## src/rtl/core/mck_pkg.sv

```systemverilog
`default_nettype none
// ----------------------------------------------------------------------------
// mck_pkg
// Shared types, register indexes and the Morse pattern table of the keyer.
// ----------------------------------------------------------------------------
package mck_pkg;

   localparam int CharWidth  = 8;
   localparam int DurWidth   = 16;
   localparam int CsrIdxW    = 3;
   localparam int PatWidth   = 5;
   localparam int CntWidth   = 3;
   localparam int NumSym     = 36;
   localparam int SymIdxW    = 6;

   localparam logic [CsrIdxW-1:0] REG_DOT        = 3'd0;
   localparam logic [CsrIdxW-1:0] REG_DASH       = 3'd1;
   localparam logic [CsrIdxW-1:0] REG_ELEM_GAP   = 3'd2;
   localparam logic [CsrIdxW-1:0] REG_LETTER_GAP = 3'd3;
   localparam logic [CsrIdxW-1:0] REG_WORD_GAP   = 3'd4;

   localparam logic [DurWidth-1:0] RST_DOT        = 16'd100;
   localparam logic [DurWidth-1:0] RST_DASH       = 16'd300;
   localparam logic [DurWidth-1:0] RST_ELEM_GAP   = 16'd100;
   localparam logic [DurWidth-1:0] RST_LETTER_GAP = 16'd300;
   localparam logic [DurWidth-1:0] RST_WORD_GAP   = 16'd700;

   localparam logic [CharWidth-1:0] CHAR_SPACE   = 8'h20;
   localparam logic [CharWidth-1:0] CHAR_UPPER_A = 8'h41;
   localparam logic [CharWidth-1:0] CHAR_UPPER_Z = 8'h5A;
   localparam logic [CharWidth-1:0] CHAR_LOWER_A = 8'h61;
   localparam logic [CharWidth-1:0] CHAR_LOWER_Z = 8'h7A;
   localparam logic [CharWidth-1:0] CHAR_ZERO    = 8'h30;
   localparam logic [CharWidth-1:0] CHAR_NINE    = 8'h39;
   localparam logic [CharWidth-1:0] CASE_OFFSET  = 8'h20;
   localparam logic [SymIdxW-1:0]   DIGIT_BASE   = 6'd26;

   // element count per symbol, A..Z then 0..9
   localparam logic [CntWidth-1:0] SYM_LEN [NumSym] = '{
      3'd2, 3'd4, 3'd4, 3'd3, 3'd1, 3'd4, 3'd3, 3'd4, 3'd2, 3'd4,
      3'd3, 3'd4, 3'd2, 3'd2, 3'd3, 3'd4, 3'd4, 3'd3, 3'd3, 3'd1,
      3'd3, 3'd4, 3'd3, 3'd4, 3'd4, 3'd4,
      3'd5, 3'd5, 3'd5, 3'd5, 3'd5, 3'd5, 3'd5, 3'd5, 3'd5, 3'd5
   };

   // element bits, first element in highest used bit, 1 = dash
   localparam logic [PatWidth-1:0] SYM_BITS [NumSym] = '{
      5'd1,  5'd8,  5'd10, 5'd4,  5'd0,  5'd2,  5'd6,  5'd0,  5'd0,  5'd7,
      5'd5,  5'd4,  5'd3,  5'd2,  5'd7,  5'd6,  5'd13, 5'd2,  5'd0,  5'd1,
      5'd1,  5'd1,  5'd3,  5'd9,  5'd11, 5'd12,
      5'd31, 5'd15, 5'd7,  5'd3,  5'd1,  5'd0,  5'd16, 5'd24, 5'd28, 5'd30
   };

   typedef enum logic [1:0] {
      CLASS_OTHER,
      CLASS_SPACE,
      CLASS_SYMBOL
   } char_class_type;

   typedef enum logic [1:0] {
      EMIT_ELEM,
      EMIT_EGAP,
      EMIT_LGAP,
      EMIT_WGAP
   } emit_kind_type;

   typedef struct packed {
      logic          load_char;
      logic          emit;
      emit_kind_type kind;
   } mck_cmd_type;

   typedef struct packed {
      char_class_type char_class;
      logic           last_elem;
   } mck_status_type;

endpackage
`default_nettype wire

```

## src/rtl/core/mck_datapath.sv

```systemverilog
`default_nettype none
// ----------------------------------------------------------------------------
// mck_datapath
// Timing registers, character decode, element shifter and result register.
// ----------------------------------------------------------------------------
module mck_datapath import mck_pkg::*; (
   input  wire logic                 clock,
   input  wire logic                 reset,
   input  wire logic                 csr_write_enable,
   input  wire logic [CsrIdxW-1:0]   csr_index,
   input  wire logic [DurWidth-1:0]  csr_write_data,
   input  wire logic [CharWidth-1:0] req_character,
   input  wire mck_cmd_type          cmd,
   output mck_status_type            status,
   output logic                      rsp_key_on,
   output logic [DurWidth-1:0]       rsp_duration,
   output logic                      rsp_last
);

   logic [DurWidth-1:0]  dot_ff, dash_ff, egap_ff, lgap_ff, wgap_ff;
   logic [PatWidth-1:0]  pat_ff, pat_in;
   logic [CntWidth-1:0]  cnt_ff, cnt_in;
   logic                 key_ff, key_in;
   logic [DurWidth-1:0]  dur_ff, dur_in;
   logic                 last_ff, last_in;

   logic [CharWidth-1:0] folded;
   logic [CharWidth-1:0] sym_wide;
   logic [SymIdxW-1:0]   sym;
   char_class_type       cls;
   logic [CntWidth-1:0]  sym_len;
   logic [PatWidth-1:0]  sym_bits;

   always_comb begin
      folded = req_character;
      if (req_character >= CHAR_LOWER_A && req_character <= CHAR_LOWER_Z) begin
         folded = req_character - CASE_OFFSET;
      end
      cls      = CLASS_OTHER;
      sym_wide = '0;
      if (folded == CHAR_SPACE) begin
         cls = CLASS_SPACE;
      end else if (folded >= CHAR_UPPER_A && folded <= CHAR_UPPER_Z) begin
         cls      = CLASS_SYMBOL;
         sym_wide = folded - CHAR_UPPER_A;
      end else if (folded >= CHAR_ZERO && folded <= CHAR_NINE) begin
         cls      = CLASS_SYMBOL;
         sym_wide = folded - CHAR_ZERO + {2'b00, DIGIT_BASE};
      end
      sym      = sym_wide[SymIdxW-1:0];
      sym_len  = SYM_LEN[sym];
      sym_bits = SYM_BITS[sym];
   end

   assign status.char_class = cls;
   assign status.last_elem  = (cnt_ff == CntWidth'(1));

   always_comb begin
      pat_in  = pat_ff;
      cnt_in  = cnt_ff;
      key_in  = key_ff;
      dur_in  = dur_ff;
      last_in = last_ff;
      if (cmd.load_char) begin
         pat_in = PatWidth'(sym_bits << (CntWidth'(PatWidth) - sym_len));
         cnt_in = sym_len;
      end
      if (cmd.emit) begin
         unique case (cmd.kind)
            EMIT_ELEM: begin
               key_in  = 1'b1;
               dur_in  = pat_ff[PatWidth-1] ? dash_ff : dot_ff;
               last_in = 1'b0;
               pat_in  = {pat_ff[PatWidth-2:0], 1'b0};
               cnt_in  = cnt_ff - CntWidth'(1);
            end
            EMIT_EGAP: begin
               key_in  = 1'b0;
               dur_in  = egap_ff;
               last_in = 1'b0;
            end
            EMIT_LGAP: begin
               key_in  = 1'b0;
               dur_in  = lgap_ff;
               last_in = 1'b1;
            end
            EMIT_WGAP: begin
               key_in  = 1'b0;
               dur_in  = wgap_ff;
               last_in = 1'b1;
            end
            default: begin
               key_in = key_ff;
            end
         endcase
      end
   end

   always_ff @(posedge clock) begin
      if (reset) begin
         dot_ff  <= RST_DOT;
         dash_ff <= RST_DASH;
         egap_ff <= RST_ELEM_GAP;
         lgap_ff <= RST_LETTER_GAP;
         wgap_ff <= RST_WORD_GAP;
      end else if (csr_write_enable) begin
         unique case (csr_index)
            REG_DOT:        dot_ff  <= csr_write_data;
            REG_DASH:       dash_ff <= csr_write_data;
            REG_ELEM_GAP:   egap_ff <= csr_write_data;
            REG_LETTER_GAP: lgap_ff <= csr_write_data;
            REG_WORD_GAP:   wgap_ff <= csr_write_data;
            default:        dot_ff  <= dot_ff;
         endcase
      end
   end

   always_ff @(posedge clock) begin
      pat_ff  <= pat_in;
      cnt_ff  <= cnt_in;
      key_ff  <= key_in;
      dur_ff  <= dur_in;
      last_ff <= last_in;
   end

   assign rsp_key_on   = key_ff;
   assign rsp_duration = dur_ff;
   assign rsp_last     = last_ff;

endmodule
`default_nettype wire

```

## src/rtl/core/mck_ctrl.sv

```systemverilog
`default_nettype none
// ----------------------------------------------------------------------------
// mck_ctrl
// Sequencer: walks one character's elements and gaps, owns result valid.
// ----------------------------------------------------------------------------
module mck_ctrl import mck_pkg::*; (
   input  wire logic           clock,
   input  wire logic           reset,
   input  wire logic           req_valid,
   output logic                req_ready,
   output logic                rsp_valid,
   input  wire logic           rsp_ready,
   input  wire mck_status_type status,
   output mck_cmd_type         cmd
);

   typedef enum logic [2:0] {
      S_IDLE,
      S_ELEM,
      S_EGAP,
      S_LGAP,
      S_WGAP
   } state_type;

   state_type state_ff, state_in;
   logic      rsp_valid_ff, rsp_valid_in;
   logic      out_free;

   assign out_free  = !rsp_valid_ff || rsp_ready;
   assign req_ready = (state_ff == S_IDLE);
   assign rsp_valid = rsp_valid_ff;

   always_comb begin
      state_in      = state_ff;
      rsp_valid_in  = rsp_valid_ff && !rsp_ready;
      cmd.load_char = 1'b0;
      cmd.emit      = 1'b0;
      cmd.kind      = EMIT_LGAP;
      unique case (state_ff)
         S_IDLE: begin
            if (req_valid) begin
               cmd.load_char = 1'b1;
               unique case (status.char_class)
                  CLASS_SPACE:  state_in = S_WGAP;
                  CLASS_SYMBOL: state_in = S_ELEM;
                  default:      state_in = S_LGAP;
               endcase
            end
         end
         S_ELEM: begin
            cmd.kind = EMIT_ELEM;
            if (out_free) begin
               cmd.emit     = 1'b1;
               rsp_valid_in = 1'b1;
               state_in     = status.last_elem ? S_LGAP : S_EGAP;
            end
         end
         S_EGAP: begin
            cmd.kind = EMIT_EGAP;
            if (out_free) begin
               cmd.emit     = 1'b1;
               rsp_valid_in = 1'b1;
               state_in     = S_ELEM;
            end
         end
         S_LGAP: begin
            cmd.kind = EMIT_LGAP;
            if (out_free) begin
               cmd.emit     = 1'b1;
               rsp_valid_in = 1'b1;
               state_in     = S_IDLE;
            end
         end
         S_WGAP: begin
            cmd.kind = EMIT_WGAP;
            if (out_free) begin
               cmd.emit     = 1'b1;
               rsp_valid_in = 1'b1;
               state_in     = S_IDLE;
            end
         end
         default: begin
            state_in = S_IDLE;
         end
      endcase
   end

   always_ff @(posedge clock) begin
      if (reset) begin
         state_ff     <= S_IDLE;
         rsp_valid_ff <= 1'b0;
      end else begin
         state_ff     <= state_in;
         rsp_valid_ff <= rsp_valid_in;
      end
   end

endmodule
`default_nettype wire

```

## src/rtl/core/morse_code_keyer_unit.sv

```systemverilog
`default_nettype none
// ----------------------------------------------------------------------------
// morse_code_keyer_unit
// Turns ASCII characters into timed key-on / key-off results.
//
//   port group  direction  transfer when             content
//   req_*       in         req_valid & req_ready     character
//   rsp_*       out        rsp_valid & rsp_ready     key_on, duration, last
//   csr_*       in         csr_write_enable          index, 16-bit value
//
// The sequencer takes a character in idle, then gives one result per cycle
// while the output is free: letters and digits give 2n results (n elements),
// a space or any other character gives one; only then does it take the next.
// A stalled rsp_ready holds the result register and the sequencer.
// Synchronous reset restores the default timings and empties the output.
// ----------------------------------------------------------------------------
module morse_code_keyer_unit import mck_pkg::*; (
   input  wire logic                 clock,
   input  wire logic                 reset,
   input  wire logic                 req_valid,
   output logic                      req_ready,
   input  wire logic [CharWidth-1:0] req_character,
   output logic                      rsp_valid,
   input  wire logic                 rsp_ready,
   output logic                      rsp_key_on,
   output logic [DurWidth-1:0]       rsp_duration,
   output logic                      rsp_last,
   input  wire logic                 csr_write_enable,
   input  wire logic [CsrIdxW-1:0]   csr_index,
   input  wire logic [DurWidth-1:0]  csr_write_data
);

   mck_cmd_type    cmd;
   mck_status_type status;

   mck_ctrl u_ctrl (
      .clock     (clock),
      .reset     (reset),
      .req_valid (req_valid),
      .req_ready (req_ready),
      .rsp_valid (rsp_valid),
      .rsp_ready (rsp_ready),
      .status    (status),
      .cmd       (cmd)
   );

   mck_datapath u_datapath (
      .clock            (clock),
      .reset            (reset),
      .csr_write_enable (csr_write_enable),
      .csr_index        (csr_index),
      .csr_write_data   (csr_write_data),
      .req_character    (req_character),
      .cmd              (cmd),
      .status           (status),
      .rsp_key_on       (rsp_key_on),
      .rsp_duration     (rsp_duration),
      .rsp_last         (rsp_last)
   );

endmodule
`default_nettype wire

```

## config.mk

```make
export PLATFORM = sky130hd
export DESIGN_NAME = morse_code_keyer_unit
export DESIGN_NICKNAME = d
export VERILOG_FILES = /design/src/rtl/core/mck_pkg.sv /design/src/rtl/core/mck_datapath.sv /design/src/rtl/core/mck_ctrl.sv /design/src/rtl/core/morse_code_keyer_unit.sv
export SDC_FILE = /design/constraint.sdc
export NUM_CORES = 1
export LEC_CHECK = 0
export ABC_AREA = 1
export BUFFER_PORTS_ARGS = -buffer_cell sky130_fd_sc_hd__clkbuf_2
export CAP_MARGIN = 25
export CORE_MARGIN = 10
export CORE_UTILIZATION = 40
export DETAILED_ROUTE_END_ITERATION = 7
export GPL_TIMING_DRIVEN = 0
export PLACE_DENSITY_LB_ADDON = 0.05
export SYNTH_ARGS = -nofsm -noshare
export SYNTH_HDL_FRONTEND = slang
export SYNTH_HIERARCHICAL = 1
export SYNTH_SLANG_ARGS = --single-unit
```

## constraint.sdc

```tcl
create_clock -name clock -period 3.7 [get_ports clock]
set_clock_uncertainty 0.15 [all_clocks]
set_input_delay 0.185 -clock clock [delete_from_list [all_inputs] [get_ports clock]]
set_output_delay 0.185 -clock clock [all_outputs]
set_load 0.05 [all_outputs]
```

Word level (Yosys, flattened, before mapping)
Memories as Yosys holds them, arrays and structs flattened.
Index checks and enable logic that the tools add are counted.
- flip-flop bits (word level): 110
- bits in read-only memories: 512
- input bits: 32
- memories: 2
- output and inout port bits: 20
- logic and storage cells: 103
- magnitude comparators: 7
- mux-type cells: 34
- shifts and indexed selects: 1
- reduce and logical (&&, ||, !) cells: 21
- $add $sub $neg: 6
- bitwise operators: 1
- equal/unequal tests: 19
- memory list (name ; words ; width ; read ports ; clocked after Yosys merged registers in ; write ports ; RTL line ; RTL):
    (name not given) ; 64 ; 5 ; 1 ; 0 ; 0 ; mck_datapath.sv:52 ; sym_bits = SYM_BITS[sym];
    (name not given) ; 64 ; 3 ; 1 ; 0 ; 0 ; mck_datapath.sv:51 ; sym_len = SYM_LEN[sym];
- operators with widths (cell ; number):
    one-hot mux 16 bit (4 select lines) ; 1
    two-way mux 3 bit ; 9
    two-way mux 5 bit ; 5
    one-hot mux 3 bit (4 select lines) ; 2
    two-way mux 6 bit ; 3
    greater-or-equal comparator 8 x 7 -> 1 bit, second input constant ; 2
    less-or-equal comparator 8 x 7 -> 1 bit, second input constant ; 2
    two-way mux 16 bit ; 1
    == test 3 x 2 -> 1 bit, second input constant ; 4
    AND reduction 2 bit ; 5
    == test 3 x 1 -> 1 bit, second input constant ; 3
    == test 8 x 6 -> 1 bit, second input constant ; 1
    greater-or-equal comparator 8 x 6 -> 1 bit, second input constant ; 1
    less-or-equal comparator 8 x 6 -> 1 bit, second input constant ; 1
    two-way mux 8 bit ; 1
    subtractor 8 x 6 -> 8 bit, second input constant ; 1
    greater-or-equal comparator 7 bit, second input constant ; 1
    NOT 6 -> 7 bit ; 1
    adder 6 x 5 -> 6 bit, second input constant ; 1
    == test 2 bit, second input constant ; 3
    == test 3 bit, second input constant ; 2
    logical NOT 3 bit ; 2
    two-way mux 1 bit ; 6
    two-way mux 2 bit ; 3
    other kinds (18) ; 28

Depth between registers and ports, before layout
Gate-level depths: netlist of run 1.
- depth in word-level cells: 17
- gate-level depth with buffers: 29
- depth with buffers taken out: 28

By module
The synthesis of run 1 kept the hierarchy.
- by module, submodules not included (module ; instances ; sequential area each (um^2) ; cells each ; area an instance (um^2)):
    mck_datapath ; 1 ; 2302.2 ; 781 ; 5592.9
    mck_ctrl ; 1 ; 80.1 ; 53 ; 307.8

Worst setup path before layout of run 1
OpenSTA, ideal clock, no wires.
- path type: input port to flip-flop
- from: in req_character[1]
- to: reg u_datapath.pat_ff[4]
- path buffers: 1
- data required time: 3.480 ns
- cell stages on the path: 25
- setup time: 0.070 ns
- setup slack: 0.734 ns
- data arrival time: 2.746 ns
- path through: inv_1 -> ha_1 -> inv_1 -> nand4_1 -> nand2_1 -> nor2_1 -> nor2_2 -> nand3_2 -> clkinv_4 -> nand3_4 -> buf_6 -> nand2_1 -> nand2_1 -> inv_1 -> nand2_1 -> ha_1 -> nand2_1 -> nand2_1 -> a21oi_2 -> nor2_4 -> nand2_4 -> nand3b_1 -> a21oi_1 -> nand2_1 -> a21oi_1
- word-level cells in the longest chain between the ends: 17
- elaborated cells between the ends (all ways): 30
- those cells by class: add/sub (5); order compare (6); eq/ne (1); shift (1); mux (11); bitwise (1); reduce/logical (3); memory (2)
- ends and longest elaborated chain (what ; RTL line ; RTL):
    from (decl) ; morse_code_keyer_unit.sv:22 ; input wire logic [CharWidth-1:0] req_character,
    greater-or-equal comparator 8 x 7 -> 1 bit / less-or-equal comparator 8 x 7 -> 1 bit (equally long branches) ; mck_datapath.sv:36 ; if (req_character >= CHAR_LOWER_A && req_character <= CHAR_LOWER_Z) begin
    logical AND 1 bit ; mck_datapath.sv:36 ;
    two-way mux 8 bit (*) ; mck_datapath.sv:36 ;
    subtractor 6 bit (tied with other cells) ; mck_datapath.sv:48 ; sym_wide = folded - CHAR_ZERO + {2'b00, DIGIT_BASE};
    adder 6 x 5 -> 6 bit / logical AND 1 bit (equally long branches) ; mck_datapath.sv:48, mck_datapath.sv:46 ;
    two-way mux 6 bit ; mck_datapath.sv:46 ; end else if (folded >= CHAR_ZERO && folded <= CHAR_NINE) begin
    two-way mux 6 bit ; mck_datapath.sv:43 ; end else if (folded >= CHAR_UPPER_A && folded <= CHAR_UPPER_Z) begin
    two-way mux 6 bit (*) ; mck_datapath.sv:41 ; if (folded == CHAR_SPACE) begin
    NOT 6 -> 7 bit (implied by the code) (*) ; mck_datapath.sv:51, mck_datapath.sv:52 ;
    memory read (64 x 3 bit) ; n/a ;
    two-way mux 3 bit (implied by the code) (2 in series) ; mck_datapath.sv:51 ;
    subtractor 3 bit ; mck_datapath.sv:65 ; pat_in = PatWidth'(sym_bits << (CntWidth'(PatWidth) - sym_len));
    left shift 5 x 3 -> 5 bit (*) ; mck_datapath.sv:65 ;
    two-way mux 5 bit (*) ; mck_datapath.sv:64 ; if (cmd.load_char) begin
    two-way mux 5 bit ; mck_datapath.sv:69 ; unique case (cmd.kind)
    two-way mux 5 bit (*) ; mck_datapath.sv:68 ; if (cmd.emit) begin
    net u_datapath.pat_in[4] ; mck_datapath.sv:21 ; logic [PatWidth-1:0] pat_ff, pat_in;
    to (signal assigned) ; mck_datapath.sv:119 ; pat_ff <= pat_in;
    to (decl) ; mck_datapath.sv:21 ;
The timed path passes the listed nets; every way through them passes the cells marked *. The select of a mux whose other input is x is not followed.
A chain may end at the register's enable or synchronous reset.

Final worst setup path of run 1
Same ends and word-level chain as after synthesis.

==> metrics.txt, run 1 <==
die area=20000 sq um; fmax=305 MHz; Slew headroom=0.312; #FFs+latches synth=110; CP max FO=10; clock slew at reported path FFs=0.07 ns; core box area=14500 sq um; CP Launch Type=input port; placed insts=1069; nets=960; First DRT Iteration DRCs=456; routed len/inst=16.1 um; Mapped Avg Cell Area=7.08 sq um; drt pass-1 iters=5; Max-Cap Viols=0; Sink Count=110; total track usage=0.173; Yosys cell types=38; r2r worst-path depth=9; Post-Synthesis Cells=834; final-report max-slew violation count=0; clock network latency to the later pin of the worst-skew pair=0.35 ns; ys async rst share=0; DRC Markers=0; postcts setup bufs=0; commonest non-fill, non-tap cell in the layout=nand2_1; Syn. warnings=6; Cell Area, Synth=5900 sq um; Initial Util=0.408; most common flop cell mapped by yosys=dfxtp_1; hpwl dp=13000 um; fin area=6830 sq um; Pwr per Cell Area=636 nW/um^2; Total Power=4340 uW; most frequent cells in the layout=nand2_1 (185), nor2_1 (166), dfxtp_1 (92), o21ai_0 (88), nand3_1 (57); placed instance area=6400 sq um; Hold Path Origin=csr_write_data[0]; # rows=44; grt ovf=0; Slew @ Worst Pin=1.02 ns; Port Buf Inserts=50; EDFF count, synth=18; FF-to-FF setup slack=0.89 ns; final critical-path share of the clock period=0.886; peak supply drop=0.279 mV; final core occ=0.471; vias in the first global route=5398; status=complete, no violations; Setup violations, final=0; Die W=141 um; Hold Path End=u_datapath/egap_ff[0]; final hold vios=0; global-route wire length before repair=28100 um; part of the Yosys area used for sequential elements=0.404; Routed Antenna Nets=0; Vias/cell=5.23; Die Ht=141 um; CTS tree=yes; Finished Layout Cells=1098; CP Capture Type=register; number of H-tree levels=3; Clock Path Buffers=2; DRT Wirelength=17700 um; area delta synth->final=15.7%; CTS Root Cell=clkbuf_16; crit path DAT=3.40 ns; # IOs=52; Worst R2R End=u_datapath/rsp_duration[10]; Vias=5741; Required @ worst endpoint=3.83 ns; Hold Crit Class=input port to register; minimum clock period=3.28 ns; initial antenna violation count=0; hold depth=3; RR Startpoint=u_ctrl/state_ff[0]; static leakage=0.00314 uW; path type of the worst setup path=input port to register; Antenna diodes=0; post-synth net total=884; pin count of the biggest net entering global routing=17; global placement routability congestion=0.886; CTS buffer count=9; layout cells sized above 1=0.146
[cells by family after synthesis]
group	Yosys count	share of synthesized area
flops	110	0.404
xor+xnor	4	0.00594
compound gates	137	0.130
fa+ha+maj	18	0.0382
buf+inv	101	0.0710
simple gates	464	0.351
[worst max path at each step]
stage	from	to	slack, ns
after floorplan	req_character[1]	u_datapath/pat_ff[4]	0.73
after global placement	u_ctrl/state_ff[0]	u_datapath/cnt_ff[0]	-0.03
after detailed placement	req_character[1]	u_datapath/pat_ff[4]	-0.10
after CTS	req_character[1]	u_datapath/pat_ff[4]	0.25
after global routing	req_character[1]	u_datapath/pat_ff[4]	-0.01
final	req_character[1]	u_datapath/pat_ff[4]	0.42
[through the flow]
stage,hold WS (ns),worst slack (ns),TNS [ns]
5_1_grt,0.0193,-0.00967,-0.00967
3_3_place_gp,0.260,-0.0286,-0.0369
2_1_floorplan,0.104,0.734,0
6_report,0.00620,0.421,0
4_1_cts,0.00675,0.253,0
3_5_place_dp,0.265,-0.104,-0.367
[repair_timing]
action	CTS	global route
endpoints found under the setup margin	0	5
gates resized for setup	0	3
hold buffers	14	0
endpoints found under the hold margin	32	0
[flip-flops by register name, indices dropped and copies added, names as in the netlist]
name / flops
u_datapath/rsp_duration: 16
u_datapath/rsp_last: 1
u_ctrl/state_ff: 3
u_datapath/dash_ff: 16
u_datapath/pat_ff: 5
u_datapath/egap_ff: 16
u_datapath/rsp_key_on: 1
u_datapath/wgap_ff: 16
u_datapath/cnt_ff: 3
u_datapath/dot_ff: 16
u_ctrl/rsp_valid: 1
u_datapath/lgap_ff: 16
[worst max-delay path, stage by stage]
cell	delay, ns
clkbuf_2	0.17
inv_2	0.08
ha_1	0.20
inv_1	0.09
nand4_1	0.22
nand4_1	0.22
nand3_1	0.10
nand2_2	0.18
nand3_4	0.11
buf_6	0.16
nand2_1	0.06
nand2_1	0.10
inv_1	0.08
nand2_2	0.10
ha_1	0.35
nand2_1	0.11
nand2_1	0.09
a21oi_2	0.18
nor2_4	0.06
nand2_4	0.08
nand3b_1	0.11
a21oi_1	0.14
nand2_1	0.08
a21oi_1	0.13
[power breakdown]
group,total [uW],leakage (uW),internal (uW),switching (uW)
clock network,945,0.000129,520,425
registers,1590,0.000926,1480,104
logic,1810,0.00208,464,1350
total,4340,0.00314,2470,1880
[synthesized netlist by cell type, types with 2 or more instances]
cell,number,area (sq um)
edfxtp_1,18,541
nand4_1,10,62.6
buf_6,4,45.0
dfxtp_1,92,1840
nand2_4,8,90.1
nor2_4,3,33.8
nand3_1,57,285
o21ai_1,2,10.0
a22oi_1,2,15.0
clkbuf_1,27,101
a21oi_1,25,125
a21oi_2,2,17.5
inv_1,47,176
nand2_1,186,698
nand2_2,13,81.3
xor2_1,3,26.3
nor2_2,3,18.8
nor3_1,5,25.0
clkinv_1,3,11.3
nor2_1,166,623
nand3_2,7,70.1
inv_2,17,63.8
o2111ai_1,11,96.3
o21ai_0,88,440
a221oi_1,5,43.8
ha_1,18,225
[cell type report]
| cell class | count | area, sq um |
|---|---|---|
| buffer | 33 | 159 |
| clock buffer | 11 | 233 |
| clock inverter | 4 | 48.8 |
| fill | 1494 | 7650 |
| inverter | 68 | 260 |
| multi-input combinational | 623 | 3110 |
| sequential | 110 | 2380 |
| tap | 184 | 230 |
| timing repair buffer | 65 | 405 |
[layer usage]
metal / routed length [um] / track usage / vias to the layer above / part of all wire
li1: - / - / 2872 / -
met1: 8750 / 0.244 / 2694 / 0.49
met2: 7740 / 0.264 / 160 / 0.44
met3: 1010 / 0.0344 / 15 / 0.057
met4: 200 / 0.0387 / 0 / 0.011
met5: 0 / 0 / - / 0
Power figures use the tool's default switching activity.
==> inputs of run 2 (changes only) <==
CORE_UTILIZATION = 60   (was 40)
PLACE_DENSITY = 0.9   (was default)
PLACE_DENSITY_LB_ADDON = default   (was 0.05)
==> run 2 against run 1 <==
Sequential power is essentially flat. Utilization grew 22 points. Highest routed layer unchanged. Cell count shrank 4.3%. Critical path type unchanged. Non-clock buffer count grew 3. Clock-buffer cell count grew 2.
==> metrics.txt, run 2 (synthesis gave the netlist of run 1 again) <==
minimum clock period=3.26 ns (-0.0161 ns); most frequent cells in the layout=nand2_1 (186), nor2_1 (166), dfxtp_1 (92), o21ai_0 (88), nand3_1 (57); FF-to-FF setup slack=0.98 ns (+0.09 ns); RSZ-0062 raised after global routing=false; area delta synth->final=14.2%; worst setup path endpoint=u_datapath/pat_ff[4]; fin area=6740 sq um (-1.3%); Initial Util=0.609 (+0.202); CP Launch Type=input port; pin count of the biggest net entering global routing=19 (+2); Die W=119 um (-16%); setup TNS=0 ns (unchanged); final hold slack=0.0499 ns (+0.0437 ns); RR Startpoint=u_ctrl/state_ff[1]; die area=14200 sq um (-29%); hpwl dp=11200 um (-14%); path type of the worst setup path=input port to register; final critical-path share of the clock period=0.882 (-0.00436); layout cells sized above 1=0.146 (+0.000455); First DRT Iteration DRCs=565 (+24%); Clock Path Buffers=2 (unchanged); Worst R2R End=u_datapath/rsp_duration[1]; Slew @ Worst Pin=1.10 ns (+0.0783 ns); # IOs=52 (unchanged); core box area=9680 sq um (-33%); CTS tree=yes; DRT Wirelength=16000 um (-9.5%); # rows=36 (-18%); initial antenna violation count=0 (unchanged); CP Capture Type=register; Port Buf Inserts=50 (unchanged); crit path DAT=3.42 ns (+0.02 ns); CP max FO=10 (unchanged); Required @ worst endpoint=3.86 ns (+0.03 ns); Antenna diodes=0 (unchanged); nets=963 (+0.31%); static leakage=0.00314 uW (+0.16%); status=complete, no violations; global placement routability congestion=0.939 (+6.0%); drt pass-1 iters=6 (+1); Sink Count=110 (unchanged); grt ovf=0 (unchanged); DRC Markers=0 (unchanged); clock slew at reported path FFs=0.10 ns (+0.03 ns); final hold vios=0 (unchanged); number of H-tree levels=3 (unchanged); Setup violations, final=0 (unchanged); routed len/inst=15.2 um (-5.5%); commonest non-fill, non-tap cell in the layout=nand2_1; Worst Setup SP=req_character[1]; Slew headroom=0.260 (-0.0526); fmax=306 MHz (+0.49%); total track usage=0.223 (+0.0503); placed instance area=6340 sq um (-1.0%); Routed Antenna Nets=0 (unchanged); vias in the first global route=5643 (+4.5%); Pwr per Cell Area=614 nW/um^2 (-3.5%); CTS buffer count=9 (unchanged); global-route wire length before repair=26600 um (-5.4%); clock network latency to the later pin of the worst-skew pair=0.36 ns (about the same); cts repair resizes=0 (unchanged); CTS Root Cell=clkbuf_8; Die Ht=119 um (-16%); r2r worst-path depth=10 (+1); final-report max-slew violation count=0 (unchanged); Vias/cell=5.61 (+7.4%); peak supply drop=0.326 mV (+17%); Max-Cap Viols=0 (unchanged); Vias=5900 (+2.8%); Hold Crit Class=input port to register
-- run 2: cell count changes in the layout (fill, tap and decap cells not counted), moves of 2 or more --
cell           previous run  this run
clkbuf_1                 29        27
clkbuf_16                 9         2
clkbuf_8                  0        11
clkinvlp_4                2         0
dlygate4sd3_1            14        17
-- run 2: where the power goes --
group	switching, uW	internal (uW)
logic	1310	468
clock network	416	373
registers	85.3	1480
-- run 2: critical path, cell delays in order --
cell and delay, ns:
clkbuf_2 0.17, inv_1 0.11, ha_1 0.20, inv_1 0.08, nand4_1 0.19, nand2_1 0.11
nor2_1 0.05, nor2_2 0.12, nand3_2 0.12, clkinv_4 0.09, nand3_4 0.08, buf_6 0.16
nand2_1 0.06, nand2_1 0.08, inv_1 0.06, nand2_1 0.15, inv_1 0.16, ha_1 0.29
nand2_2 0.10, nand2_1 0.08, nand2_1 0.05, nand3_1 0.09, nand2_1 0.11, nor2_2 0.11
nand3b_1 0.11, a21oi_1 0.14, nand2_1 0.07, a21oi_1 0.11
-- run 2: how the worst min path moves through the flow --
stage / start / end / slack [ns] / cells after the start
after floorplan: reset / u_ctrl/state_ff[2] / 0.10 / 1
after CTS: rsp_ready / u_ctrl/state_ff[2] / 0.05 / 4
final: rsp_ready / u_ctrl/state_ff[2] / 0.05 / 4
after detailed placement: reset / u_ctrl/state_ff[2] / 0.27 / 2
after global routing: rsp_ready / u_ctrl/state_ff[2] / 0.08 / 4
after global placement: reset / u_ctrl/state_ff[2] / 0.27 / 2
-- run 2: metal layers --
layer | track usage | up-vias | wire length (um) | share of wire
met1 | 0.257 | 2645 | 6140 | 0.38
met2 | 0.392 | 324 | 7690 | 0.48
met5 | 0 | - | 0 | 0
li1 | - | 2877 | - | -
met4 | 0.105 | 0 | 681 | 0.043
met3 | 0.0383 | 54 | 1490 | 0.093
-- run 2: cell type report --
type / count / area, sq um
buffer: 33 / 159
tap: 133 / 166
sequential: 110 / 2380
multi-input combinational: 623 / 3100
inverter: 68 / 260
timing repair buffer: 68 / 435
clock buffer: 13 / 201
fill: 796 / 2950
clock inverter: 3 / 28.8
-- run 2: metrics by stage --
step / utilization / power, uW / worst slack [ns] / cells
floorplan: - / 2860 / 0.734 / 834
global placement: 0.652 / 3280 / 0.127 / 1017
detailed placement: 0.654 / 3330 / 0.0580 / 1018
CTS: 0.696 / 4110 / 0.448 / 1051
global route: 0.696 / 4360 / 0.0830 / 1051
finish: 0.696 / 4140 / 0.437 / 1051
-- run 2: timing repair --
item                                   in CTS  in global routing
hold buffers                               17                  0
buffers inserted                            0                  0
endpoints found under the hold margin      66                  0
==> inputs of run 3 (changes only) <==
ABC_AREA = default   (was 1)
==> run 3 against run 2 <==
The run now ends with negative setup slack left. Worst setup slack lost 0.55 ns. Clock-buffer cell count is 4 lower. Power down 13%. Register-to-register slack got worse by 0.28 ns. Synthesized cell count decreased by 16%. Sequential share of layout area is 3.0 points lower. Die area is 2.5% higher. Cell count fell by 9.5%. Sequential power decreased by 9%. Critical path type unchanged. Largest power group is now registers.
==> metrics.txt, run 3 <==
Seq pwr share=0.399 (+0.020); most frequent cells in the layout=nand2_1 (193), dfxtp_1 (92), a21oi_1 (79), clkbuf_2 (50), clkbuf_1 (33); CTS Root Cell=clkbuf_8; Vias=6027 (+2.2%); clock power share=0.211 (+0.020); Sw Pwr=1430 uW (-21%); DRT Wirelength=18500 um (+15%); final critical-path share of the clock period=1.03 (+0.148); part of the Yosys area used for sequential elements=0.392 (-0.0120); Finished Layout Cells=951 (-9.5%); Post-Synthesis Cells=701 (-16%); sw frac=0.399 (-0.0396); commonest non-fill, non-tap cell in the layout=nand2_1; Antenna diodes=0 (unchanged); status=finished with violations; Required @ worst endpoint=3.85 ns (about the same); final hold vios=0 (unchanged); register area=2380 sq um (unchanged); nets=863 (-10%); total track usage=0.237 (+0.0147); CP max FO=6 (-4); Port Buf Inserts=51 (+2.0%); Die Ht=121 um (+1.3%); EDFF count, synth=18 (unchanged); clock slew at reported path FFs=0.11 ns (about the same); global placement routability congestion=0.935 (-0.38%); top cells by count, synth=nand2_1 (193), dfxtp_1 (92), a21oi_1 (81), clkbuf_1 (34), nand3b_1 (20); Max-Cap Viols=0 (unchanged); Mapped Avg Cell Area=8.67 sq um (+23%); Yosys cell types=78 (+110%); violated checks=negative setup slack; drt pass-1 iters=7 (+1); top cell type's share of synthesized area=0.303 (-0.00925); fin area=7360 sq um (+9.3%); Syn. warnings=6 (unchanged); Slew headroom=0.374 (+0.115); Routed Antenna Nets=0 (unchanged); slowest stage cell, crit path=or4b_4; Comb pwr share=0.390 (-0.041); Filler Cells Inserted=664 (-17%); Clock Path Buffers=2 (unchanged); placed insts=887 (-13%); grt ovf=0 (unchanged); Pint=2160 uW (-7.1%); CP delay by family, top=simple AND/OR/NAND/NOR gates; CTS buffer count=9 (unchanged); CTS tree=yes; First DRT Iteration DRCs=738 (+31%); #FFs+latches synth=110 (unchanged); hold depth=3 (-1); r2r worst-path depth=6 (-4); minimum clock period=3.81 ns (+0.547 ns); fmax=262 MHz (-14%); CP Launch Type=input port; Pwr per Cell Area=488 nW/um^2 (-21%); core box area=9820 sq um (+1.4%); DRC Markers=0 (unchanged); CP Capture Type=register; number of H-tree levels=3 (unchanged); Crit. path cell count=19 (-32%); Vias/cell=6.34 (+13%); Sink Count=110 (unchanged); worst-path cell chain=buf_8, buf_8, inv_8, ha_4, or4b_4, o21ai_4, or3_4, buf_6, o21ai_4, and2_4, or2_4, ha_4, inv_4, a211oi_4, a311oi_2, a2111oi_2, nand2_2, or3_1, o211ai_1; hpwl dp=12600 um (+12%); die area=14600 sq um (+2.5%); # IOs=52 (unchanged); path type of the worst setup path=input port to register; most common flop cell mapped by yosys=dfxtp_1; Hold Crit Class=input port to register; cell with the most instances after synthesis=nand2_1; pin count of the biggest net entering global routing=24 (+5); global-route wire length before repair=28400 um (+7.0%); Die W=121 um (+1.3%); initial antenna violation count=0 (unchanged); post-synth net total=751 (-15%); peak supply drop=0.622 mV (+91%); # rows=36 (unchanged); setup TNS=-0.144 ns (-0.144 ns); Initial Util=0.619 (+0.00996); RSZ-0062 raised after global routing=true; crit path DAT=3.96 ns (+0.54 ns); Cell Area, Synth=6080 sq um (+3.1%); ys async rst share=0 (unchanged); cell taking the most area after synthesis=dfxtp_1; vias in the first global route=5668 (+0.44%); Slew @ Worst Pin=0.934 ns (-0.168 ns); synth top area cells=dfxtp_1 (30%), nand2_1 (12%), edfxtp_1 (8.9%), a21oi_1 (6.7%), mux4_2 (5.9%); CP peak stage delay=0.49 ns (+0.20 ns); placed instance area=6590 sq um (+3.9%); pre-CTS setup slack=-0.802 ns (-0.860 ns); CP bufs+invs=5 (-2); static leakage=0.00284 uW (-9.5%); final-report max-slew violation count=0 (unchanged); area delta synth->final=21.1%; fin worst setup slack=-0.110 ns (-0.547 ns); footprint of the multi-input gates=3580 sq um (+15%); routed len/inst=19.4 um (+28%); Setup violations, final=2 (+2); layout cells sized above 1=0.242 (+0.0961); clock network latency to the later pin of the worst-skew pair=0.39 ns (+0.03 ns)
==> run 3: kinds of logic after synthesis <==
| logic type | count (synthesis) | share of synthesized area |
|---|---|---|
| compound gates | 166 | 0.186 |
| xor+xnor | 7 | 0.0101 |
| fa+ha+maj | 18 | 0.0370 |
| buf+inv | 64 | 0.0490 |
| flops | 110 | 0.392 |
| mux | 35 | 0.0938 |
| simple gates | 301 | 0.232 |
==> run 3: worst min-delay path, stage by stage <==
cell and delay [ns]:
clkbuf_2 0.08, nand2b_1 0.15, a21oi_1 0.08
==> run 3: stage by stage <==
| step | hold WS (ns) | utilization | power, uW |
|---|---|---|---|
| 6_report | 0.0123 | 0.750 | 3590 |
| 5_1_grt | 0.0242 | 0.750 | 3740 |
| 4_1_cts | 0.0144 | 0.718 | 3510 |
| 3_5_place_dp | 0.287 | 0.671 | 2750 |
| 3_3_place_gp | 0.274 | 0.668 | 2690 |
| 2_1_floorplan | 0.104 | - | 2420 |
==> run 3: worst paths after layout <==
kind | startpoint | to | slack [ns]
setup / recovery | req_character[0] | u_datapath/pat_ff[4] | -0.11
hold / removal | rsp_ready | u_ctrl/rsp_valid | 0.01
setup reg to reg | u_ctrl/state_ff[1] | u_datapath/rsp_duration[8] | 0.70
hold reg to reg | u_datapath/wgap_ff[6] | u_datapath/wgap_ff[6] | 0.31
==> run 3: per-layer routing <==
layer | up-vias | share of wire | global-route usage
li1 | 2710 | - | -
met1 | 2856 | 0.39 | 0.295
met2 | 397 | 0.48 | 0.392
met3 | 64 | 0.10 | 0.0596
met4 | 0 | 0.028 | 0.0830
met5 | - | 0 | 0
==> run 3: repair_timing <==
item,CTS,global route
pin swaps,7,16
hold endpoints to repair,84,0
resized for setup,10,26
buffers inserted,6,24
endpoints found under the setup margin,7,7
gates cloned,0,1
hold buffers,17,0
==> run 3: final cells by class <==
class	count	area share
Tap cell	133	0.0226
Clock buffer	9	0.0168
Clock inverter	7	0.0127
Sequential cell	110	0.323
Buffer	48	0.0338
Multi-Input combinational cell	527	0.487
Inverter	16	0.00985
Timing Repair Buffer	101	0.0941
==> run 3: power groups by stage <==
stage / clock [uW] / sequential, uW / combinational (uW)
after detailed placement: 0 / 1460 / 1290
after global routing: 805 / 1450 / 1490
after global placement: 0 / 1460 / 1240
final: 756 / 1430 / 1400
after CTS: 756 / 1430 / 1320
after floorplan: 0 / 1690 / 721
